<file path="config.mk">
export PLATFORM = sky130hd
export DESIGN_NAME = smx_front
export DESIGN_NICKNAME = d
export VERILOG_FILES = /design/src/sv/smx_pkg.sv /design/src/sv/smx_front.sv
export VERILOG_INCLUDE_DIRS = /design/src /design/src/sv
export SDC_FILE = /design/constraint.sdc
export NUM_CORES = 1
export LEC_CHECK = 0
export BUFFER_PORTS_ARGS = -buffer_cell sky130_fd_sc_hd__buf_2
export CORE_ASPECT_RATIO = 1.25
export CORE_UTILIZATION = 30
export CTS_CLUSTER_SIZE = 24
export DETAILED_ROUTE_END_ITERATION = 12
export GPL_TIMING_DRIVEN = 0
export PLACE_DENSITY_LB_ADDON = 0.15
export SLEW_MARGIN = 5
export SYNTH_ARGS = -nofsm -noshare
export SYNTH_HDL_FRONTEND = slang
export SYNTH_SLANG_ARGS = --single-unit
</file>
<file path="constraint.sdc">
create_clock -name clk -period 5.7 [get_ports clk]
set_input_delay 0.285 -clock clk [delete_from_list [all_inputs] [get_ports clk]]
set_output_delay 0.285 -clock clk [all_outputs]
set_load 0.03 [all_outputs]
</file>
<file path="src/sv/assert_macros.svh">
// Assertion shorthands; every user has clk and rst in scope.
`ifndef ASSERT_MACROS_SVH
`define ASSERT_MACROS_SVH

// same-cycle implication
`define SMX_ASSERT_IMP(lbl, ante, cons) \
  lbl: assert property (@(posedge clk) disable iff (rst) (ante) |-> (cons)) \
    else $error("assertion failed");

// next-cycle implication
`define SMX_ASSERT_NEXT(lbl, ante, cons) \
  lbl: assert property (@(posedge clk) disable iff (rst) (ante) |=> (cons)) \
    else $error("assertion failed");

`endif

</file>
<file path="src/sv/smx_pkg.sv">
package smx_pkg;

  localparam int STACK_WORDS_DEF   = 256;
  localparam int MEMORY_WORDS_DEF  = 256;
  localparam int PROGRAM_WORDS_DEF = 256;

  localparam int DIV_STEPS = 32;
  localparam int DIV_CW    = 6;

  typedef enum logic [3:0] {
    OP_PUSH   = 4'd0,
    OP_LOAD   = 4'd1,
    OP_STORE  = 4'd2,
    OP_ADD    = 4'd3,
    OP_SUB    = 4'd4,
    OP_MUL    = 4'd5,
    OP_DIV    = 4'd6,
    OP_REM    = 4'd7,
    OP_CMP    = 4'd8,
    OP_JUMP   = 4'd9,
    OP_BRANCH = 4'd10,
    OP_HALT   = 4'd11
  } op_t;

  typedef enum logic [2:0] {
    ST_OK       = 3'd0,
    ST_FEW      = 3'd1,
    ST_DIVZERO  = 3'd2,
    ST_BADEND   = 3'd3,
    ST_OVERFLOW = 3'd4
  } stat_t;

  typedef enum logic [3:0] {
    K_PUSH, K_LOAD, K_STORE, K_ALU, K_DIV, K_JUMP, K_BRANCH, K_HALT, K_NOP
  } kind_t;

  typedef enum logic [2:0] {
    S_CLEAR, S_EXEC, S_LOAD, S_DIV, S_DONE
  } st_t;

  typedef struct packed {
    logic [3:0]         operation;
    logic signed [31:0] immediate;
    logic [7:0]         mem_address;
    logic [7:0]         jump_target;
  } in_word_t;

  typedef struct packed {
    logic [2:0]         status;
    logic               branch_taken;
    logic [7:0]         branch_index;
    logic               halted;
    logic signed [31:0] top_value;
    logic [8:0]         stack_depth;
  } out_word_t;

  typedef struct packed {
    kind_t              kind;
    logic [3:0]         operation;
    logic signed [31:0] immediate;
    logic [7:0]         mem_address;
    logic [7:0]         jump_target;
  } dec_t;

endpackage

</file>
<file path="src/sv/smx_front.sv">
module smx_front (
  input  logic              clk,
  input  logic              rst,
  input  logic              hold,
  input  logic              cmd_valid,
  output logic              cmd_ready,
  input  smx_pkg::in_word_t cmd,
  output logic              q_valid,
  output smx_pkg::dec_t     q_head,
  input  logic              q_pop
);
  import smx_pkg::*;

  `include "assert_macros.svh"

  dec_t       slots [2];
  logic       wr;
  logic       rd;
  logic [1:0] fill;
  logic       push;

  function automatic dec_t classify(in_word_t w);
    dec_t o;
    o.operation   = w.operation;
    o.immediate   = w.immediate;
    o.mem_address = w.mem_address;
    o.jump_target = w.jump_target;
    case (w.operation)
      OP_PUSH:   o.kind = K_PUSH;
      OP_LOAD:   o.kind = K_LOAD;
      OP_STORE:  o.kind = K_STORE;
      OP_ADD:    o.kind = K_ALU;
      OP_SUB:    o.kind = K_ALU;
      OP_MUL:    o.kind = K_ALU;
      OP_CMP:    o.kind = K_ALU;
      OP_DIV:    o.kind = K_DIV;
      OP_REM:    o.kind = K_DIV;
      OP_JUMP:   o.kind = K_JUMP;
      OP_BRANCH: o.kind = K_BRANCH;
      OP_HALT:   o.kind = K_HALT;
      default:   o.kind = K_NOP;
    endcase
    return o;
  endfunction

  assign cmd_ready = (fill != 2'd2) && !hold;
  assign push      = cmd_valid && cmd_ready;
  assign q_valid   = (fill != 2'd0);
  assign q_head    = slots[rd];

  always_ff @(posedge clk) begin
    if (rst) begin
      wr   <= 1'b0;
      rd   <= 1'b0;
      fill <= 2'd0;
    end else begin
      if (push) wr <= ~wr;
      if (q_pop) rd <= ~rd;
      fill <= fill + {1'b0, push} - {1'b0, q_pop};
    end
  end

  always_ff @(posedge clk) begin
    if (push) slots[wr] <= classify(cmd);
  end

  `SMX_ASSERT_IMP(a_pop_nonempty, q_pop, fill != 2'd0)

endmodule

</file>
==> results of run 1 <==
[through the flow]
stage	hold slack, ns	setup WS, ns	cell area [um2]	power (uW)	std cells
floorplan	0.354	2.91	4360	1200	211
global placement	0.473	2.29	5150	1290	500
global route	0.0516	3.71	5740	2350	533
finish	0.0736	3.80	5740	2250	534
CTS	0.0487	3.75	5740	2300	533
detailed placement	0.476	3.75	5190	1290	501
[placed cells by master, fill, tap and decap left out, types with 2 or more instances in the layout]
| cell | netlist | final |
|---|---|---|
| sky130_fd_sc_hd__nand2_1 | 2 | 2 |
| sky130_fd_sc_hd__buf_6 | 5 | 5 |
| sky130_fd_sc_hd__buf_2 | 1 | 115 |
| sky130_fd_sc_hd__ha_1 | 3 | 3 |
| sky130_fd_sc_hd__mux2_2 | 49 | 49 |
| sky130_fd_sc_hd__nor2_1 | 6 | 6 |
| sky130_fd_sc_hd__mux2_1 | 9 | 9 |
| sky130_fd_sc_hd__clkinvlp_4 | 0 | 3 |
| sky130_fd_sc_hd__clkinv_1 | 0 | 2 |
| sky130_fd_sc_hd__clkinv_2 | 0 | 4 |
| sky130_fd_sc_hd__clkbuf_1 | 0 | 4 |
| sky130_fd_sc_hd__edfxtp_1 | 112 | 112 |
| sky130_fd_sc_hd__clkbuf_16 | 0 | 17 |
| sky130_fd_sc_hd__bufinv_16 | 0 | 2 |
| sky130_fd_sc_hd__inv_1 | 3 | 2 |
| sky130_fd_sc_hd__dfxtp_1 | 5 | 5 |
| sky130_fd_sc_hd__a21oi_1 | 3 | 3 |
[area by class of cell]
class,instances,area share (%)
Sequential cell,117,60.3
Clock inverter,11,1.92
Tap cell,175,3.81
Buffer,6,1.07
Antenna cell,1,0.0436
Timing Repair Buffer,115,10.4
Multi-Input combinational cell,85,14.5
Clock buffer,21,7.67
Inverter,3,0.240
[critical path, cell delays in order, from the launching register on]
cell and delay [ns]:
sky130_fd_sc_hd__dfxtp_1 0.33, sky130_fd_sc_hd__buf_6 0.17, sky130_fd_sc_hd__buf_6 0.18, sky130_fd_sc_hd__mux2_2 0.35
sky130_fd_sc_hd__buf_2 0.18
[flip-flops by register name, indices dropped and copies added (netlist names), named ones only]
register	cells
fill	2
rd	1
wr	1
slots	112
[power breakdown]
group	internal (uW)	total, uW	switching [uW]
clock network	636	985	350
registers	989	999	9.83
logic	98.9	269	170
[worst paths after layout]
path                      startpoint                      to  slack [ns]  depth (start not counted)
hold / removal                cmd[8]   slots[0][8]$_DFFE_PP_        0.07                          1
hold reg to reg      wr$_SDFFE_PP0P_         wr$_SDFFE_PP0P_        0.49                          2
setup reg to reg  fill[1]$_SDFF_PP0_  slots[0][33]$_DFFE_PP_        3.83                          3
setup / recovery            register              q_head[24]        3.80                          4
[kinds of logic (layout without fill, tap and decap cells)]
group	count (synthesis)	in the layout	share of synthesized area, %
flip-flops	117	117	79.4
XOR/XNOR	2	2	0.401
AND/OR/NAND/NOR	17	17	2.15
buffers and inverters	9	156	1.66
adder cells (fa/ha/maj)	3	3	0.860
other	0	1	0
multiplexers	58	58	15.0
AO/OA/AOI/OAI	5	5	0.602
[cell usage after synthesis, types with 2 or more instances]
cell type,number,area (um2)
sky130_fd_sc_hd__a21oi_1,3,15.0
sky130_fd_sc_hd__buf_6,5,56.3
sky130_fd_sc_hd__dfxtp_1,5,100
sky130_fd_sc_hd__edfxtp_1,112,3360
sky130_fd_sc_hd__ha_1,3,37.5
sky130_fd_sc_hd__inv_1,3,11.3
sky130_fd_sc_hd__mux2_1,9,101
sky130_fd_sc_hd__mux2_2,49,552
sky130_fd_sc_hd__nand2_1,2,7.51
sky130_fd_sc_hd__nor2_1,6,22.5
[layer usage]
metal,global-route usage (%),share of wire [%],vias up
li1,-,-,1100
met1,12.8,40,1132
met2,20.3,53,61
met3,4.57,6.5,6
met4,5.78,1.1,0
met5,0,0,-
==> impl.org, run 1 <==
** Die
- In this run the core area contains 48 standard-cell rows.
- The die covers 15000 um2.
- Vertical extent of the die :: 137 um
- Once the floorplan was initialized, standard cells occupied 31.2% of the core.
- 115 I/O pins were placed.
- From left edge to right edge, the die measures 110 um.
- The floorplan step defined a core boundary enclosing 14000 um2.

** STA
- Setup Skew :: 0.00842 ns
- Setup total negative slack on the finished layout was measured at 0 ns.
- Final Cycle Share :: 33.3%
- Headroom to the max-slew limit came out at 47.6%.
- The routed design could run at a clock period as short as 1.90 ns.
- For the pin with the worst max-slew slack, the measured transition is 0.785 ns.
- Setup violations, final :: 0
- The max-slew violation total from the final report is 0.
- Unrepaired setup endpoints after global routing :: false
- Total count of hold-check failures in the final report :: 0
- Based on the critical path, the design can be clocked at up to 527 MHz.

** Route
- First drt pass iteration count :: 4
- Number of design-rule violations left by the first detailed-router iteration :: 61
- The routed layout has 2299 vias.
- Routed Antenna Nets :: 0
- Routed length per instance :: 15.3 um
- Dividing the detail-routed via count by the number of cells gives 4.31.
- Summed over all layers, the routed wires come to 8170 um.
- For this run, design rule violations remaining after detail routing come to 0.

** Finish
- The final layout contains 405 nets.
- Core utilization of the finished layout :: 41.0%
- Layout cell share with drive strength beyond 1 :: 56.1%
- Area taken by flip-flops and latches :: 3460 um2
- The filler cells instantiated in the layout total 1334.
- In the final layout, the multi-input gates occupy 833 um2.
- The area growth from synthesis to layout is 31.6%.

** Synthesis
- Distinct cell type count after synthesis :: 24
- Synthesized instance count :: 211
- The average instance in the mapped netlist occupies 20.7 um2.
- When the netlist entered floorplanning its net count stood at 271.
- For this run, the leading register cell type out of synthesis is sky130_fd_sc_hd__edfxtp_1.
- Fraction of registers with async set or reset after synthesis :: 0%
- FF+latch count, synth :: 117
- For this run, the number of Yosys warnings is 0.
- EDFF count, synth :: 112
- Area of the mapped netlist :: 4360 um2
- For this run, the register share of the synthesized area comes to 79.4%.

** Job
- The tool flagged a number of max-cap violations equal to 0.

** Setup path
- The worst setup path is captured at an output pin.
- For the worst setup path, the data arrival time is 1.61 ns.
- Critical path type :: reg2out
- STA puts the critical path data required time at 5.41 ns.
- Worst Setup Start Kind :: register
- CP Max Fanout :: 10

** Clocking
- Clock tree synthesis found a total of 117 sinks.
- The clock reaches the later pin of the worst-skew pair after 0.40 ns.
- After clock tree synthesis, the clock-pin slew on the worst setup and hold paths is 0.05 ns.
- TritonCTS built the clock tree.
- Buffer levels on the longest clock path :: 2
- Level count of the clock H-tree :: 4
- Number of clock buffers inserted by TritonCTS :: 17
- Hold buffer count at CTS :: 0
- CTS placed an instance of sky130_fd_sc_hd__clkbuf_16 at the clock tree root.
- Number of cells upsized or downsized after cts :: 0
- Setup Buffers After CTS :: 0

** Global routing
- Entering global routing, the biggest net connects 57 pins.
- The number of antenna violations at the first check in global routing came to 1.
- Global routing consumed, over all layers together, 11.9% of the routing resources.
- Via count of the first global-routing pass :: 2480
- Summed over all layers, the global routing overflow is 0.
- Wire length of the first global-routing pass :: 12600 um

** Hold path
- In this run the worst hold path is classified as in2reg.

** Power
- Power spread over the standard cell area amounts to 392 nW/um2.
- The worst-case IR drop observed on VDD is 144 uV.
- Static Leakage :: 0.00214 uW

** Placed design
- Final RePlAce weighted congestion :: 0.638
- Port buffering added 114 buffers.
- The wire-length estimate of the detail-placed layout is 5150 um.

** Run status
- The flow ran to the end, and the final reports show no timing, DRC or antenna violations.
(Power assumes the default switching activity.)
==> run 2, diff against run 1 <==
==> constraint.sdc (replaced) <==
create_clock -name clk -period 1.9 [get_ports clk]
set_input_delay 0.095 -clock clk [delete_from_list [all_inputs] [get_ports clk]]
set_output_delay 0.095 -clock clk [all_outputs]
set_load 0.03 [all_outputs]
==> run 2 against run 1 <==
Against the previous run:
- hold slack improved by 0.036 ns
- combinational power increased to 3.4 times the previous value
- largest cell class unchanged
- die area unchanged
- sequential power increased to 3.0 times the previous value
- first-iteration DRC count decreased by 6.6%
- critical path depth decreased by 1
- sequential cell count unchanged
==> impl.org, run 2 (same netlist as run 1, synthesis figures left out) <==
** Run status
- The run finished with clean final reports.

** Placed design
- Post-detail-place hpwl :: 5110 um (-0.85%)
- Buffers on Ports :: 114 (unchanged)
- The final RePlAce weighted congestion is 0.668 (+4.8%).
- The worst slack at placement is -0.298 ns (-4.04 ns).

** Global routing
- Via count of the first global-routing pass :: 2626 (+5.9%)
- The overall track demand over capacity in global routing is 11.9% (about the same).
- Most used routing layer :: met2
- Gr ovfl total :: 0 (unchanged)
- Antenna violations before repair :: 0 (-1)
- Maximum number of pins on one net before global-route repair :: 57 (unchanged)
- The met1 track utilization from global routing came to 12.7% (-0.078 points).
- The wire length of the first global-routing pass was 12900 um (+2.3%).
- The routing usage on met3 came to 3.95% (-0.62 points).
- The met2 track demand over resource was 20.4% (+0.14 points).

** Setup path
- The worst setup path is launched from a register.
- Worst Path Required :: 1.92 ns (-3.49 ns)
- The critical path is of the reg2reg type.
- The data arrival time of the critical path came to 1.78 ns (+0.17 ns).
- CP Max Fanout :: 56 (+46)
- The biggest cell delay along the critical path came to 0.73 ns (+0.38 ns).
- On the critical path the largest part of the delay comes from simple AND/OR/NAND/NOR gates.
- STA classifies the critical path endpoint as a register.
- Cell-by-cell trace of the critical path :: nor2b_4, nor2_2, and3_4
- The sum of buffers and inverters on the critical path came to 0 (-3).
- Slowest cell on crit path :: sky130_fd_sc_hd__and3_4

** Route
- The number of remaining DRC errors is 0 (unchanged).
- The ratio of routed vias to standard cells is 4.24 (-1.6%).
- The final routed wire length divided by cell count came to 14.6 um (-4.4%).
- The via count of the routed design was 2491 (+8.4%).
- Total wire length :: 8610 um (+5.3%)
- Number of design-rule violations left by the first detailed-router iteration :: 57 (-6.6%)
- Routed Antenna Nets :: 0 (unchanged)
- The number of detailed-route iterations in the first pass was 5 (+1).

** STA
- The headroom to the max-slew limit is 43.5% (-4.1 points).
- The final critical path takes up 92.6% of the cycle.
- The slack of the critical path came to 0.141 ns (-3.66 ns).
- Peak clock frequency supported by timing :: 569 MHz
- The clock tree skew after final layout was 0.00488 ns (-0.00354 ns).
- Unrepaired setup endpoints after global routing :: false
- The number of endpoints with negative hold slack in the final report is 0 (unchanged).
- The setup-violating endpoint count in the final report came to 0 (unchanged).
- Subtracting the final worst setup slack from the clock period gives 1.76 ns.
- The max-slew violation total from the final report came to 0 (unchanged).
- Final TNS setup :: 0 ns (unchanged)
- Worst-margin pin slew :: 0.847 ns (+0.0616 ns)

** Finish
- Relative area change from synthesis to final layout :: 43.8%
- Core utilization of the finished layout :: 44.8% (+3.8 points)
- Commonest cells after routing, fill and taps aside :: sky130_fd_sc_hd__buf_2, sky130_fd_sc_hd__edfxtp_1, sky130_fd_sc_hd__dlygate4sd3_1
- The number of nets in the final layout is 461 (+14%).
- The largest registers in the layout are slots: 112 flops, fill: 2 flops.
- Ant diodes :: 0 (-1)
- The fraction of layout instances using a drive strength above 1 was 49.6% (-6.5 points).
- Most common cell after layout, fill and taps aside :: sky130_fd_sc_hd__buf_2
- Top reg by flops :: slots
- The flip-flop count of the largest register, all copies and words added is 112 (unchanged).
- Count of fill cells added during filler insertion :: 1302 (-2.4%)

** Die
- Floorplan Core Area :: 14000 um2 (unchanged)
- The y dimension of the die was 137 um (unchanged).
- Die width :: 110 um (unchanged)
- The top-level port count is 115 (unchanged).
- The area of the die came to 15000 um2 (unchanged).
- Placement row count :: 48 (unchanged)
- Effective utilization at floorplan :: 31.2% (unchanged)

** Hold path
- The tightest min-delay check is of the in2reg type.

** Clocking
- The number of sinks handled by clock tree synthesis came to 117 (unchanged).
- The number of clock buffers inserted by TritonCTS came to 17 (unchanged).
- The clock transition at the register clock pins on the worst setup and hold paths after CTS was 0.05 ns (about the same).
- The worst-skew pair later-pin latency was 0.40 ns (about the same).
- The tree is rooted in a sky130_fd_sc_hd__clkbuf_16.
- The buffer depth of the longest clock path is 2 (unchanged).
- Level count of the clock H-tree :: 4 (unchanged)
- TritonCTS clock tree :: built

** Power
- The total power divided by cell area is 1080 nW/um2 (+170%).
- The overall power consumption was 6760 uW (+200%).
- The leakage power of the design was 0.00236 uW (+10%).
- IR Drop Worst-Case VDD :: 459 uV (+220%)

** Job
- # Max-Cap Violations :: 0 (unchanged)
[run 2: changes by cell type in the layout (fill, tap and decap cells not counted)]
| cell | delta |
|---|---|
| sky130_fd_sc_hd__nor2_1 | -1 |
| sky130_fd_sc_hd__buf_16 | -1 |
| sky130_fd_sc_hd__dlygate4sd3_1 | +54 |
| sky130_fd_sc_hd__clkbuf_1 | -2 |
| sky130_fd_sc_hd__bufinv_16 | -1 |
| sky130_fd_sc_hd__clkinv_2 | +2 |
| sky130_fd_sc_hd__buf_12 | +2 |
| sky130_fd_sc_hd__clkinvlp_4 | +2 |
| sky130_fd_sc_hd__diode_2 | -1 |
| sky130_fd_sc_hd__nor2_2 | +1 |
| sky130_fd_sc_hd__inv_4 | -1 |
[run 2: per-stage QoR]
step / instances / hold slack [ns] / cell area [um2]
5_1_grt: 588 / 0.161 / 6280
4_1_cts: 588 / 0.0923 / 6280
6_report: 588 / 0.110 / 6280
3_3_place_gp: 500 / 0.282 / 5160
2_1_floorplan: 211 / 0.164 / 4380
3_5_place_dp: 501 / 0.286 / 5180
[run 2: path summary, 6_finish.rpt]
path                       from                      to  slack, ns  cells after the start
max reg2reg  fill[1]$_SDFF_PP0_  slots[1][24]$_DFFE_PP_       0.14                      3
min                   cmd_valid         wr$_SDFFE_PP0P_       0.11                      4
max          fill[1]$_SDFF_PP0_  slots[1][24]$_DFFE_PP_       0.14                      3
min reg2reg     wr$_SDFFE_PP0P_         wr$_SDFFE_PP0P_       0.49                      2
[run 2: report_power, final]
group | internal [uW] | leakage, uW | switching (uW)
sequential | 2970 | 0.00107 | 29.6
combinational | 382 | 0.00104 | 533
clock | 1760 | 0.000253 | 1090
[run 2: area by class of cell]
cell class	instances	area, um2	area share, %
inverter	3	15.0	0.239
clock inverter	12	90.1	1.44
buffer	6	61.3	0.977
timing repair buffer	170	1150	18.3
clock buffer	19	433	6.90
sequential	117	3460	55.2
timing repair inverter	1	7.51	0.120
multi-input combinational	85	836	13.3
tap	175	219	3.49
[run 2: repair_timing]
item                                    CTS  global route
resized for setup                         1             0
setup buffers                             1             0
endpoints found under the setup margin   56             0
endpoints found under the hold margin   109             0
hold buffers                             54             0
[run 2: worst min-delay path, stage by stage]
cell and delay [ns]:
sky130_fd_sc_hd__buf_2 0.10, sky130_fd_sc_hd__nand2b_1 0.07, sky130_fd_sc_hd__o21ai_0 0.14, sky130_fd_sc_hd__a21oi_1 0.06
[run 2: per-layer routing]
layer | wire length [um] | share of wire [%]
met5 | 0 | 0
met4 | 152 | 1.8
met3 | 460 | 5.3
met2 | 4480 | 52
met1 | 3510 | 41
==> run 3, diff against run 2 <==
--- a/config.mk
+++ b/config.mk
@@ -6,9 +6,9 @@
 export SDC_FILE = /design/constraint.sdc
 export NUM_CORES = 1
 export LEC_CHECK = 0
-export BUFFER_PORTS_ARGS = -buffer_cell sky130_fd_sc_hd__buf_2
+export BUFFER_PORTS_ARGS = -buffer_cell sky130_fd_sc_hd__buf_4
 export CORE_ASPECT_RATIO = 1.25
-export CORE_UTILIZATION = 30
+export CORE_UTILIZATION = 34
 export CTS_CLUSTER_SIZE = 24
 export DETAILED_ROUTE_END_ITERATION = 12
 export GPL_TIMING_DRIVEN = 0
==> run 3 against run 2 <==
Against the previous run:
- routed wire length down 3.8%
- critical endpoint is now slots[1][4]$_DFFE_PP_
- clock power up 7.4%
- non-clock buffer count down 2
- largest cell class unchanged
- total power up 4.6%
- worst setup slack better by 0.013 ns
- design area up 4.7%
- global-route usage up 1.3 points
- sequential power about the same
- hold slack better by 0.016 ns
- sequential cell count unchanged
==> impl.org, run 3 (same netlist as run 1, synthesis figures left out) <==
** Run status
- The run finished with clean final reports.

** Hold path
- Worst hold start :: cmd_valid
- The path class of the tightest hold or removal check is in2reg.

** STA
- Final Cycle Share :: 91.9% (-0.69 points)
- The post-route worst hold slack came to 0.126 ns (+0.0164 ns).
- The transition time at the pin with the least slew margin is 0.821 ns (-0.0261 ns).
- Setup Skew :: 0.00571 ns (+0.000836 ns)
- Worst max-slew margin expressed relative to the limit :: 45.3% (+1.7 points)
- Unrepaired setup endpoints after global routing :: false
- The fmax is 573 MHz (+0.76%).
- The number of endpoints with negative hold slack in the final report came to 0 (unchanged).
- The post-layout minimum cycle time is 1.75 ns (-0.0132 ns).
- Setup violations, final :: 0 (unchanged)
- The max-slew violation total from the final report is 0 (unchanged).

** Placed design
- The placed cell count came to 489 (-2.4%).
- The number of port buffers is 114 (unchanged).
- Post-detail-place hpwl :: 4710 um (-7.9%)
- Final RePlAce weighted congestion :: 0.648 (-3.1%)
- The area after detailed placement was 5440 um2 (+4.9%).

** Finish
- From synthesis to final layout, the design area changed by 50.6%.
- Non-filler instance count after layout :: 576 (-2.0%)
- Flip-flop count of the largest register after layout :: 112 (unchanged)
- Commonest cells after routing, fill and taps aside :: sky130_fd_sc_hd__buf_4, sky130_fd_sc_hd__edfxtp_1, sky130_fd_sc_hd__dlygate4sd3_1
- The library cell used most frequently in the layout, excluding fill and tap cells, is sky130_fd_sc_hd__buf_4.
- Layout cell share with drive strength beyond 1 :: 49.8% (+0.12 points)
- Ant diodes :: 0 (unchanged)
- Registers with the most flip-flops :: slots: 112 flops, fill: 2 flops
- Core utilization of the finished layout :: 53.3% (+8.5 points)
- Top reg by flops :: slots
- Count of fill cells added during filler insertion :: 1022 (-22%)
- The final instance area came to 6570 um2 (+4.7%).
- The number of nets in the final layout came to 461 (unchanged).

** Power
- Static Leakage :: 0.00246 uW (+4.3%)
- Power Internal :: 5460 uW (+6.9%)
- Part of the power in registers :: 42.4% (-1.9 points)
- The portion of total power attributed to the clock network was 43.3% (+1.1 points).
- Net switching component of the power :: 1610 uW (-2.5%)
- The maximum vdd drop was 523 uV (+14%).
- The switching portion of total power was 22.8% (-1.6 points).
- The total power divided by cell area was 1080 nW/um2 (-0.13%).
- Combinational Power Share :: 14.3% (+0.8 points)

** Setup path
- The worst setup path is launched from a register.
- The data arrival time of the critical path is 1.77 ns (about the same).
- STA classifies the critical path endpoint as a register.
- Beginning of the worst register-to-register path :: fill[1]$_SDFF_PP0_
- The biggest fanout along the worst timing path is 56 (unchanged).
- Worst setup path startpoint :: fill[1]$_SDFF_PP0_
- Critical path type :: reg2reg
- Worst Path Required :: 1.92 ns (about the same)

** Die
- The area of the core was 12300 um2 (-12%).
- Vertical extent of the die :: 129 um (-6.0%)
- Effective utilization at floorplan :: 35.4% (+4.2 points)
- The width of the die is 103 um (-6.0%).
- Placement row count :: 45 (-6.3%)
- Number of top-level design ports :: 115 (unchanged)
- Area of the die :: 13300 um2 (-12%)

** Clocking
- Clock transition time at the flip-flop clock pins of the worst setup and hold paths :: 0.05 ns (about the same)
- The buffer depth of the longest clock path was 2 (unchanged).
- TritonCTS clock tree :: built
- Clock tree root buffer cell :: sky130_fd_sc_hd__clkbuf_16
- The number of buffers added for setup after CTS is 0 (-1).
- The number of H-tree levels came to 4 (unchanged).
- The worst-skew pair later-pin latency came to 0.40 ns (about the same).
- The number of clock buffers inserted by TritonCTS was 17 (unchanged).
- Number of sinks driven by the clock tree :: 117 (unchanged)

** Route
- Remaining DRCs :: 0 (unchanged)
- Total wire length :: 8280 um (-3.8%)
- The antenna violation net count after detailed routing came to 0 (unchanged).
- Per-cell via count in the routed design :: 4.30 (+1.5%)
- Number of design-rule violations left by the first detailed-router iteration :: 50 (-12%)
- The final routed wire length divided by cell count is 14.4 um (-1.8%).
- The number of detailed-route iterations in the first pass was 4 (-1).
- Via count :: 2476 (-0.60%)

** Job
- The count of max-cap constraint violations is 0 (unchanged).

** Global routing
- The overall track demand over capacity in global routing came to 13.2% (+1.3 points).
- Wire length of the first global-routing pass :: 12400 um (-3.6%)
- Via count of the first global-routing pass :: 2651 (+0.95%)
- Gr ovfl total :: 0 (unchanged)
- The pin count of the biggest net entering global routing was 57 (unchanged).
- The number of antenna violations at the first check in global routing was 0 (unchanged).
[run 3: cell count changes in the layout (fill, tap and decap cells not counted), sizes merged]
cell and delta:
buf -2, bufinv +2, clkinv -2, clkinvlp +2
clkbuf -1
[run 3: area by class of cell]
cell class              count  area [um2]  share of cell area (%)
well taps                 164         205                    3.12
clock buffers              18         429                    6.53
repair inverters            3        22.5                   0.343
plain buffers               6        61.3                   0.933
clock inverters            12         139                    2.11
multi-input cells          85         841                    12.8
repair buffers            168        1400                    21.2
flip-flops and latches    117        3460                    52.7
inverters                   3        15.0                   0.228
[run 3: final timing paths]
path,slack [ns],cells past startpoint,endpoint
worst max register to register,0.15,3,slots[1][4]$_DFFE_PP_
worst min register to register,0.51,2,register
worst max-delay path,0.15,3,slots[1][4]$_DFFE_PP_
worst min-delay path,0.13,4,wr$_SDFFE_PP0P_
[run 3: stage by stage]
step,total power [uW],worst slack [ns],setup TNS [ns]
finish,7070,0.154,0
global route,7330,0.0354,0
CTS,7150,0.0823,0
detailed placement,3980,-0.568,-31.66
global placement,3960,-0.577,-32.10
floorplan,3600,0.0573,0
[run 3: worst max-delay path, cell delays in order (launching register included)]
cell	delay, ns
sky130_fd_sc_hd__dfxtp_1	0.32
sky130_fd_sc_hd__nor2b_4	0.14
sky130_fd_sc_hd__nor2_2	0.12
sky130_fd_sc_hd__and3_4	0.71
[run 3: routing by layer]
layer	up-vias	track usage, %	wire length [um]
met1	1200	13.3	3270
met3	11	5.16	359
li1	1201	-	-
met2	64	23.1	4490
met4	0	6.96	158
met5	-	0	0
[run 3: power groups by stage]
stage	registers (uW)	logic, uW	clock network (uW)
2_1_floorplan	3040	562	0
3_3_place_gp	3050	915	0
3_5_place_dp	3050	922	0
4_1_cts	3000	1020	3120
5_1_grt	3010	1090	3240
6_report	3000	1010	3060
[run 3: repair_timing]
item | CTS | global route
resized for setup | 2 | 2
gates cloned | 1 | 2
hold buffers | 54 | 0
endpoints found under the hold margin | 109 | 0
endpoints found under the setup margin | 56 | 56
